### src/sv/pixel_color_balance_defines.svh
// Assertion macros for the pixel colour balance block.
// Included by modules that carry concurrent checks; relies on clk and rst_n in scope.
`ifndef PIXEL_COLOR_BALANCE_DEFINES_SVH
`define PIXEL_COLOR_BALANCE_DEFINES_SVH

`ifndef SYNTH
// check sampled on clk, masked while reset is asserted
`define PCB_ASSERT(lbl, prop) \
  lbl: assert property (@(posedge clk) disable iff (!rst_n) prop) \
    else $error("pixel_color_balance check failed");
// check sampled on clk, also active during reset
`define PCB_ASSERT_RST(lbl, prop) \
  lbl: assert property (@(posedge clk) prop) \
    else $error("pixel_color_balance reset check failed");
`else
`define PCB_ASSERT(lbl, prop)
`define PCB_ASSERT_RST(lbl, prop)
`endif

`endif

### src/sv/pcb_pkg.sv
// Shared types, constants and helper functions for the pixel colour balance block.
// No dependencies; imported by every module of the block.
package pcb_pkg;

  localparam int NSTAGE   = 8;      // register stages from input to output
  localparam int CH_MAX   = 255;
  localparam int SAT_DEN  = 20;
  // x/3 = (x*683)>>11, exact for x < 2048
  localparam int DIV3_MUL = 683;
  localparam int DIV3_SH  = 11;
  // x/5 = (x*52429)>>18, exact for x < 2^18
  localparam int DIV5_MUL = 52429;
  localparam int DIV5_SH  = 18;

  typedef enum logic [2:0] {
    REG_LIGHT = 3'd0,
    REG_SAT   = 3'd1,
    REG_RED   = 3'd2,
    REG_GREEN = 3'd3,
    REG_BLUE  = 3'd4
  } reg_idx_t;

  typedef struct packed {
    logic signed [7:0] light;
    logic signed [7:0] sat;
    logic signed [9:0] off_r;
    logic signed [9:0] off_g;
    logic signed [9:0] off_b;
  } pcb_cfg_t;

  typedef struct packed {
    logic [NSTAGE-1:0] en;
  } pcb_en_t;

  // (v*3)/4, truncating toward zero
  function automatic logic signed [7:0] three_quarters(input logic signed [7:0] v);
    logic signed [9:0] x3;
    logic signed [9:0] q;
    x3 = {{2{v[7]}}, v} + {v[7], v, 1'b0};
    if (x3[9]) begin
      q = (x3 + 10'sd3) >>> 2;
    end else begin
      q = x3 >>> 2;
    end
    return q[7:0];
  endfunction

  // v/2, truncating toward zero
  function automatic logic signed [7:0] half_tz(input logic signed [7:0] v);
    logic signed [7:0] h;
    if (v[7]) begin
      h = (v + 8'sd1) >>> 1;
    end else begin
      h = v >>> 1;
    end
    return h;
  endfunction

endpackage

### src/sv/pixel_color_balance.sv
// Pixel colour balance: lightness, saturation and RGB balance on packed RGBA words.
// Pipeline: 8 register stages between the input handshake and out_tvalid.
// Throughput: one word per cycle; a stalled output holds only the stages behind it.
// Reset (rst_n low, synchronous): pipeline emptied, all five settings cleared to 0.
// Depends on pcb_pkg, pcb_cfg, pcb_ctrl, pcb_blend and pcb_bal.
module pixel_color_balance
  import pcb_pkg::*;
(
  input  logic        clk,
  input  logic        rst_n,
  input  logic        in_tvalid,
  output logic        in_tready,
  input  logic [31:0] in_tdata,   // pixel_in [31:0]
  output logic        out_tvalid,
  input  logic        out_tready,
  output logic [31:0] out_tdata,  // pixel_out [31:0]
  input  logic        cfg_valid,
  output logic        cfg_ready,
  input  logic [2:0]  cfg_index,
  input  logic [7:0]  cfg_data
);

  pcb_cfg_t    cfg;
  pcb_en_t     ctl;
  logic [7:0]  alpha;
  logic [12:0] mag [3];
  logic        neg [3];

  pcb_cfg u_cfg (
    .clk       (clk),
    .rst_n     (rst_n),
    .cfg_valid (cfg_valid),
    .cfg_ready (cfg_ready),
    .cfg_index (cfg_index),
    .cfg_data  (cfg_data),
    .cfg       (cfg)
  );

  pcb_ctrl u_ctrl (
    .clk        (clk),
    .rst_n      (rst_n),
    .in_tvalid  (in_tvalid),
    .in_tready  (in_tready),
    .out_tvalid (out_tvalid),
    .out_tready (out_tready),
    .ctl        (ctl)
  );

  pcb_blend u_blend (
    .clk   (clk),
    .ctl   (ctl),
    .cfg   (cfg),
    .pix   (in_tdata),
    .alpha (alpha),
    .mag   (mag),
    .neg   (neg)
  );

  pcb_bal u_bal (
    .clk     (clk),
    .ctl     (ctl),
    .cfg     (cfg),
    .alpha   (alpha),
    .mag     (mag),
    .neg     (neg),
    .pix_out (out_tdata)
  );

endmodule

### src/sv/pcb_cfg.sv
// Configuration registers and derived per-channel balance offsets.
// Depends on pcb_pkg and the assertion macros header.
`include "pixel_color_balance_defines.svh"

module pcb_cfg
  import pcb_pkg::*;
(
  input  logic       clk,
  input  logic       rst_n,
  input  logic       cfg_valid,
  output logic       cfg_ready,
  input  logic [2:0] cfg_index,
  input  logic [7:0] cfg_data,
  output pcb_cfg_t   cfg
);

  logic signed [7:0] light_r, sat_r, red_r, green_r, blue_r;
  logic signed [7:0] kr, kg, kb, hr, hg, hb;

  assign cfg_ready = 1'b1;

  always_ff @(posedge clk) begin
    if (!rst_n) begin
      light_r <= '0;
      sat_r   <= '0;
      red_r   <= '0;
      green_r <= '0;
      blue_r  <= '0;
    end else if (cfg_valid) begin
      case (reg_idx_t'(cfg_index))
        REG_LIGHT: light_r <= cfg_data;
        REG_SAT:   sat_r   <= cfg_data;
        REG_RED:   red_r   <= cfg_data;
        REG_GREEN: green_r <= cfg_data;
        REG_BLUE:  blue_r  <= cfg_data;
        default: ;
      endcase
    end
  end

  always_comb begin
    kr = three_quarters(red_r);
    kg = three_quarters(green_r);
    kb = three_quarters(blue_r);
    hr = half_tz(kr);
    hg = half_tz(kg);
    hb = half_tz(kb);
    cfg.light = light_r;
    cfg.sat   = sat_r;
    // own channel up by k, the other two down by k/2
    cfg.off_r = {{2{kr[7]}}, kr} - {{2{hg[7]}}, hg} - {{2{hb[7]}}, hb};
    cfg.off_g = {{2{kg[7]}}, kg} - {{2{hr[7]}}, hr} - {{2{hb[7]}}, hb};
    cfg.off_b = {{2{kb[7]}}, kb} - {{2{hr[7]}}, hr} - {{2{hg[7]}}, hg};
  end

  `PCB_ASSERT(a_sat_write, (cfg_valid && cfg_index == REG_SAT) |=> (sat_r == $past(cfg_data)))
  `PCB_ASSERT(a_light_hold, (!cfg_valid) |=> $stable(light_r))

endmodule

### src/sv/pcb_ctrl.sv
// Pipeline valid tracking and per-stage load enables with backpressure.
// Depends on pcb_pkg and the assertion macros header.
`include "pixel_color_balance_defines.svh"

module pcb_ctrl
  import pcb_pkg::*;
(
  input  logic    clk,
  input  logic    rst_n,
  input  logic    in_tvalid,
  output logic    in_tready,
  output logic    out_tvalid,
  input  logic    out_tready,
  output pcb_en_t ctl
);

  logic [NSTAGE-1:0] valid_r, valid_nxt;
  logic [NSTAGE-1:0] rdy;
  logic              acc_in, acc_out;

  // a stage may load when empty or when its word moves on
  always_comb begin
    rdy[NSTAGE-1] = !valid_r[NSTAGE-1] || out_tready;
    for (int i = NSTAGE - 2; i >= 0; i--) begin
      rdy[i] = !valid_r[i] || rdy[i+1];
    end
    valid_nxt[0] = rdy[0] ? in_tvalid : valid_r[0];
    for (int i = 1; i < NSTAGE; i++) begin
      valid_nxt[i] = rdy[i] ? valid_r[i-1] : valid_r[i];
    end
  end

  always_ff @(posedge clk) begin
    if (!rst_n) begin
      valid_r <= '0;
    end else begin
      valid_r <= valid_nxt;
    end
  end

  assign ctl.en     = rdy;
  assign in_tready  = rdy[0];
  assign out_tvalid = valid_r[NSTAGE-1];
  assign acc_in     = in_tvalid && rdy[0];
  assign acc_out    = valid_r[NSTAGE-1] && out_tready;

  `PCB_ASSERT(a_fill, (acc_in && !acc_out) |=> ($countones(valid_r) == $countones($past(valid_r)) + 1))
  `PCB_ASSERT(a_drain, (!acc_in && acc_out) |=> ($countones(valid_r) + 1 == $countones($past(valid_r))))
  `PCB_ASSERT_RST(a_reset_empty, (!rst_n) |=> (valid_r == '0))

endmodule

### src/sv/pcb_blend.sv
// Stages 1-5: lightness offset, grey mean and saturation blend with /20.
// Depends on pcb_pkg; output is magnitude and sign of each blended channel.
module pcb_blend
  import pcb_pkg::*;
(
  input  logic        clk,
  input  pcb_en_t     ctl,
  input  pcb_cfg_t    cfg,
  input  logic [31:0] pix,
  output logic [7:0]  alpha,
  output logic [12:0] mag [3],
  output logic        neg [3]
);

  // stage 1
  logic [7:0]         a1_r;
  logic signed [9:0]  c1_r [3];
  logic signed [9:0]  c1_nxt [3];
  logic signed [11:0] sum1_r, sum1_nxt;
  // stage 2
  logic [7:0]         a2_r;
  logic signed [9:0]  c2_r [3];
  logic signed [9:0]  grey2_r, grey2_nxt;
  logic [10:0]        smag;
  logic [20:0]        gprod;
  // stage 3
  logic [7:0]         a3_r;
  logic signed [8:0]  wgt;
  logic signed [18:0] pc3_r [3];
  logic signed [18:0] pc3_nxt [3];
  logic signed [17:0] pg3_r, pg3_nxt;
  // stage 4
  logic [7:0]         a4_r;
  logic signed [18:0] t4 [3];
  logic [16:0]        mag4_r [3];
  logic [16:0]        mag4_nxt [3];
  logic               neg4_r [3];
  // stage 5
  logic [7:0]         a5_r;
  logic [31:0]        qprod [3];
  logic [12:0]        q5_r [3];
  logic [12:0]        q5_nxt [3];
  logic               neg5_r [3];

  always_comb begin
    c1_nxt[0] = {2'b00, pix[23:16]} + {{2{cfg.light[7]}}, cfg.light};
    c1_nxt[1] = {2'b00, pix[15:8]}  + {{2{cfg.light[7]}}, cfg.light};
    c1_nxt[2] = {2'b00, pix[7:0]}   + {{2{cfg.light[7]}}, cfg.light};
    sum1_nxt  = 12'(c1_nxt[0]) + 12'(c1_nxt[1]) + 12'(c1_nxt[2]);
  end

  // grey = sum/3 toward zero, via magnitude
  always_comb begin
    smag      = sum1_r[11] ? 11'(-sum1_r) : sum1_r[10:0];
    gprod     = 21'(smag) * 21'(DIV3_MUL);
    grey2_nxt = sum1_r[11] ? -$signed({1'b0, gprod[DIV3_SH+8:DIV3_SH]})
                           : $signed({1'b0, gprod[DIV3_SH+8:DIV3_SH]});
  end

  always_comb begin
    wgt     = 9'(SAT_DEN) - 9'(cfg.sat);
    pg3_nxt = 18'(grey2_r) * 18'(cfg.sat);
    for (int i = 0; i < 3; i++) begin
      pc3_nxt[i] = 19'(c2_r[i]) * 19'(wgt);
    end
  end

  always_comb begin
    for (int i = 0; i < 3; i++) begin
      t4[i]       = pc3_r[i] + 19'(pg3_r);
      mag4_nxt[i] = t4[i][18] ? 17'(-t4[i]) : t4[i][16:0];
    end
  end

  // /20 as >>2 then /5
  always_comb begin
    for (int i = 0; i < 3; i++) begin
      qprod[i]  = 32'(mag4_r[i][16:2]) * 32'(DIV5_MUL);
      q5_nxt[i] = qprod[i][DIV5_SH+12:DIV5_SH];
    end
  end

  always_ff @(posedge clk) begin
    if (ctl.en[0]) begin
      a1_r   <= pix[31:24];
      c1_r   <= c1_nxt;
      sum1_r <= sum1_nxt;
    end
    if (ctl.en[1]) begin
      a2_r    <= a1_r;
      c2_r    <= c1_r;
      grey2_r <= grey2_nxt;
    end
    if (ctl.en[2]) begin
      a3_r  <= a2_r;
      pc3_r <= pc3_nxt;
      pg3_r <= pg3_nxt;
    end
    if (ctl.en[3]) begin
      a4_r   <= a3_r;
      mag4_r <= mag4_nxt;
      for (int i = 0; i < 3; i++) begin
        neg4_r[i] <= t4[i][18];
      end
    end
    if (ctl.en[4]) begin
      a5_r   <= a4_r;
      q5_r   <= q5_nxt;
      neg5_r <= neg4_r;
    end
  end

  assign alpha = a5_r;
  assign mag   = q5_r;
  assign neg   = neg5_r;

endmodule

### src/sv/pcb_bal.sv
// Stages 6-8: balance offsets, clamp at zero, overflow spill and final clamp.
// Depends on pcb_pkg; the last stage is the output register.
module pcb_bal
  import pcb_pkg::*;
(
  input  logic        clk,
  input  pcb_en_t     ctl,
  input  pcb_cfg_t    cfg,
  input  logic [7:0]  alpha,
  input  logic [12:0] mag [3],
  input  logic        neg [3],
  output logic [31:0] pix_out
);

  logic signed [9:0]  off [3];
  logic signed [13:0] sv [3];
  logic signed [13:0] v6 [3];
  logic [7:0]         a6_r, a7_r;
  logic [12:0]        c6_r [3];
  logic [12:0]        c6_nxt [3];
  logic [13:0]        c7_r [3];
  logic [13:0]        c7_nxt [3];
  logic [11:0]        hr;
  logic [14:0]        r_a, g_a, b_a, hg, hb;
  logic [7:0]         r_o, g_o, b_o;
  logic [31:0]        out_r;

  assign off[0] = cfg.off_r;
  assign off[1] = cfg.off_g;
  assign off[2] = cfg.off_b;

  always_comb begin
    for (int i = 0; i < 3; i++) begin
      sv[i]     = neg[i] ? -$signed({1'b0, mag[i]}) : $signed({1'b0, mag[i]});
      v6[i]     = sv[i] + 14'(off[i]);
      c6_nxt[i] = v6[i][13] ? '0 : v6[i][12:0];
    end
  end

  // red spills first
  always_comb begin
    hr        = '0;
    c7_nxt[0] = 14'(c6_r[0]);
    if (c6_r[0] > 13'(CH_MAX)) begin
      hr        = 12'((c6_r[0] - 13'(CH_MAX)) >> 1);
      c7_nxt[0] = 14'(CH_MAX);
    end
    c7_nxt[1] = 14'(c6_r[1]) + 14'(hr);
    c7_nxt[2] = 14'(c6_r[2]) + 14'(hr);
  end

  // then green, then blue, then the final clamp
  always_comb begin
    r_a = 15'(c7_r[0]);
    g_a = 15'(c7_r[1]);
    b_a = 15'(c7_r[2]);
    hg  = '0;
    hb  = '0;
    if (g_a > 15'(CH_MAX)) begin
      hg  = (g_a - 15'(CH_MAX)) >> 1;
      r_a = r_a + hg;
      b_a = b_a + hg;
      g_a = 15'(CH_MAX);
    end
    if (b_a > 15'(CH_MAX)) begin
      hb  = (b_a - 15'(CH_MAX)) >> 1;
      r_a = r_a + hb;
      g_a = g_a + hb;
      b_a = 15'(CH_MAX);
    end
    r_o = (r_a > 15'(CH_MAX)) ? 8'(CH_MAX) : r_a[7:0];
    g_o = (g_a > 15'(CH_MAX)) ? 8'(CH_MAX) : g_a[7:0];
    b_o = (b_a > 15'(CH_MAX)) ? 8'(CH_MAX) : b_a[7:0];
  end

  always_ff @(posedge clk) begin
    if (ctl.en[5]) begin
      a6_r <= alpha;
      c6_r <= c6_nxt;
    end
    if (ctl.en[6]) begin
      a7_r <= a6_r;
      c7_r <= c7_nxt;
    end
    if (ctl.en[7]) begin
      out_r <= {a7_r, r_o, g_o, b_o};
    end
  end

  assign pix_out = out_r;

endmodule
### config.mk
export PLATFORM = sky130hd
export DESIGN_NAME = pixel_color_balance
export DESIGN_NICKNAME = d
export VERILOG_FILES = /design/src/sv/pcb_pkg.sv /design/src/sv/pixel_color_balance.sv /design/src/sv/pcb_cfg.sv /design/src/sv/pcb_ctrl.sv /design/src/sv/pcb_blend.sv /design/src/sv/pcb_bal.sv
export VERILOG_INCLUDE_DIRS = /design/src /design/src/sv
export SDC_FILE = /design/constraint.sdc
export NUM_CORES = 2
export LEC_CHECK = 0
export BUFFER_PORTS_ARGS = -buffer_cell sky130_fd_sc_hd__clkbuf_2
export CAP_MARGIN = 20
export CORE_MARGIN = 2
export CORE_UTILIZATION = 45
export DETAILED_ROUTE_END_ITERATION = 16
export PLACE_DENSITY = 0.58
export SYNTH_ARGS = -nofsm -noshare
export SYNTH_HDL_FRONTEND = slang
export SYNTH_HIERARCHICAL = 1
export SYNTH_SLANG_ARGS = --single-unit
### constraint.sdc
create_clock -name clk -period 7.2 [get_ports clk]
set_input_delay 1.44 -clock clk [delete_from_list [all_inputs] [get_ports clk]]
set_output_delay 1.44 -clock clk [all_outputs]
set_load 0.05 [all_outputs]
==> qor.yml <==
run_status:
  outcome: "completed"
setup_path:
  path_class: "register to register"
  path_max_fanout: 6
  cp_data_required_time_ns: 7.59
  r2r-start: "u_cfg/blue_r[0]"
  cp_slowest_cell: "fa_1"
  cp_slowest_stage_delay_ns: 0.54
  cp-startpoint: "u_cfg/blue_r[0]"
  arrival_ns: 7.09
  cp-end-kind: "register"
  startpoint_type: "register"
timing:
  min_period_over_period_pct: 93.0
  fin_tns_setup_ns: 0
  relSlewSlack_pct: 35.1
  setup_ws_ns: 0.501
  rsz0062_at_grt: "no"
  hold_viol: 0
  setup_violations: 0
  tightestPinTransition_ns: 0.970
  fmax_mhz: 149
  finalMaxSlewViolations: 0
  fin_crit_ns: 6.70
  fin_skew_ns: 0.0388
detailed_routing:
  drc: 0
  wl_per_cell_um: 16.9
  drt_first_pass_iters: 5
  vias: 37300
  viasPerCell: 5.13
  wirelength_mm: 123
  drtIter0Drc: 1892
  ant_nets: 0
finish:
  diodes: 0
  nFillCells: 11500
  fin_nets: 7024
  layout_common_cells: "inv_1 (872), ha_1 (820), fa_1 (550)"
  regArea_um2: 13400
  multi_input_comb_area_um2: 38500
  drive_above_1_share_pct: 6.02
  area_delta_synth_final_pct: 8.11
  layout_commonest_cell: "inv_1"
worst_hold_path:
  min-delay-start: "u_blend/a3_r[0]"
  hold_class: "register to register"
clock_tree:
  cts_buffers: 53
  htreeDepth: 2
  cts_tree: "built"
  cts.sinks: 463
  cts-root-buf: "clkbuf_16"
  cts.clk_slew.worst_paths_ns: 0.06
  cts_max_path_buffers: 3
  insertion_delay_ns: 0.68
  post_cts_buffers: 0
synthesis:
  syn_inst: 5500
  synth_cell_types: 113
  synth_edf_count: 415
  ys.flop_type: "edfxtp_1"
  ys_ff_latch: 463
  yosysTopAreaCell: "edfxtp_1"
  async_reset_ff_share_pct: 0
  syn_avg_cell_area_um2: 10.1
  seq_area_frac_synth_pct: 24.2
  syn_area_um2: 55400
  ys_warn_count: 6
  synth_top_area_share_pct: 22.5
  yosys-top-cells-area: "edfxtp_1 (22%), fa_1 (20%), ha_1 (19%), inv_1 (5.9%), xnor2_1 (5.6%)"
global_route:
  track_usage_pct: 20.1
  grt_antenna_before_repair: 0
  grt_max_degree: 57
  gr-total-overflow: 0
  grt_pass1_vias: 38300
  grt_pass1_wl_mm: 202
placed_design:
  dp_slack_ns: 0.435
  place_congestion: 0.910
  portBuffers: 81
  place_hpwl_mm: 103
floorplan:
  initial_core_util_pct: 45.4
  io_pins: 83
  die_w_um: 355
  placementRows: 128
  core_um2: 122000
  fp.dieH_um: 355
  dieArea_um2: 126000
flow_run:
  maxCapViolations: 0
==> final timing paths <==
check	slack, ns	cells after the start	end
worst max-delay path	0.50	29	u_bal/c6_r[25]
worst min-delay path	0.40	0	u_blend/a4_r[0]
worst max register to register	0.50	29	u_bal/c6_r[25]
worst min register to register	0.40	0	u_blend/a4_r[0]
==> sequential cells by signal, indices dropped and copies added (netlist names), 10 cells and up <==
register	cells
u_bal/c7_r	41
u_blend/pc3_r	57
u_blend/grey2_r	10
u_blend/mag4_r	45
u_bal/pix_out	32
u_bal/c6_r	39
u_blend/c2_r	30
u_blend/mag	39
u_blend/sum1_r	12
u_blend/c1_r	30
u_blend/pg3_r	18
==> cells by family after synthesis <==
logic type,count (synthesis),share of synthesized area (%)
AO/OA/AOI/OAI,903,10.8
AND/OR/NAND/NOR,1292,11.8
XOR/XNOR,476,7.61
buffers and inverters,964,6.58
other,2,0.0135
flip-flops,463,24.2
adder cells (fa/ha/maj),1370,38.4
multiplexers,30,0.560
==> cell usage after synthesis, types with 36 or more instances <==
cell,n
a21boi_0,49
a21o_1,69
a21oi_1,268
and2_1,214
clkbuf_1,74
dfxtp_1,48
edfxtp_1,415
fa_1,550
ha_1,820
inv_1,874
nand2_1,360
nand2b_1,47
nand3_1,61
nor2_1,270
nor2b_1,48
nor3_1,96
o21a_1,60
o21ai_0,159
o21bai_1,56
or2_2,36
xnor2_1,353
xor2_1,119
==> layout make-up <==
class	count	area share (%)
inverters	877	5.49
well taps	1625	3.39
flip-flops and latches	463	22.4
multi-input cells	4082	64.3
clock inverters	37	0.800
clock buffers	61	2.26
repair buffers	129	1.37
==> what timing repair did <==
| item | in CTS | in global routing |
|---|---|---|
| hold buffers | 0 | 0 |
| endpoints found under the setup margin | 0 | 15 |
| resized for setup | 0 | 7 |
==> routing by layer <==
layer,share of wire [%],track usage [%],vias to the layer above
met4,2.9,5.81,0
li1,-,-,18800
met5,0,0,-
met2,49,34.9,537
met1,45,26.3,17900
met3,3.3,2.13,141
==> per-stage QoR <==
stage               utilization (%)  hold WS [ns]  cells  cell area, µm²
finish                         49.1         0.395   7274           59900
global route                   49.1         0.399   7274           59900
CTS                            49.1         0.395   7273           59900
detailed placement             47.6         0.405   7175           58000
global placement               47.5         0.401   7173           58000
floorplan                         -         0.400   5509           55500
==> worst max-delay path: cells and delay by family, from the launching register on <==
family          cells  cell delay, ns
flops               1            0.33
mux                 1            0.31
compound gates     10            2.02
fa+ha+maj           5            1.67
xor+xnor            1            0.10
simple gates        8            1.55
buf+inv             4            0.42
Power is left out: the tool's default activity adds up to more than one toggle a clock period on the data nets, which glitch-free logic cannot reach.
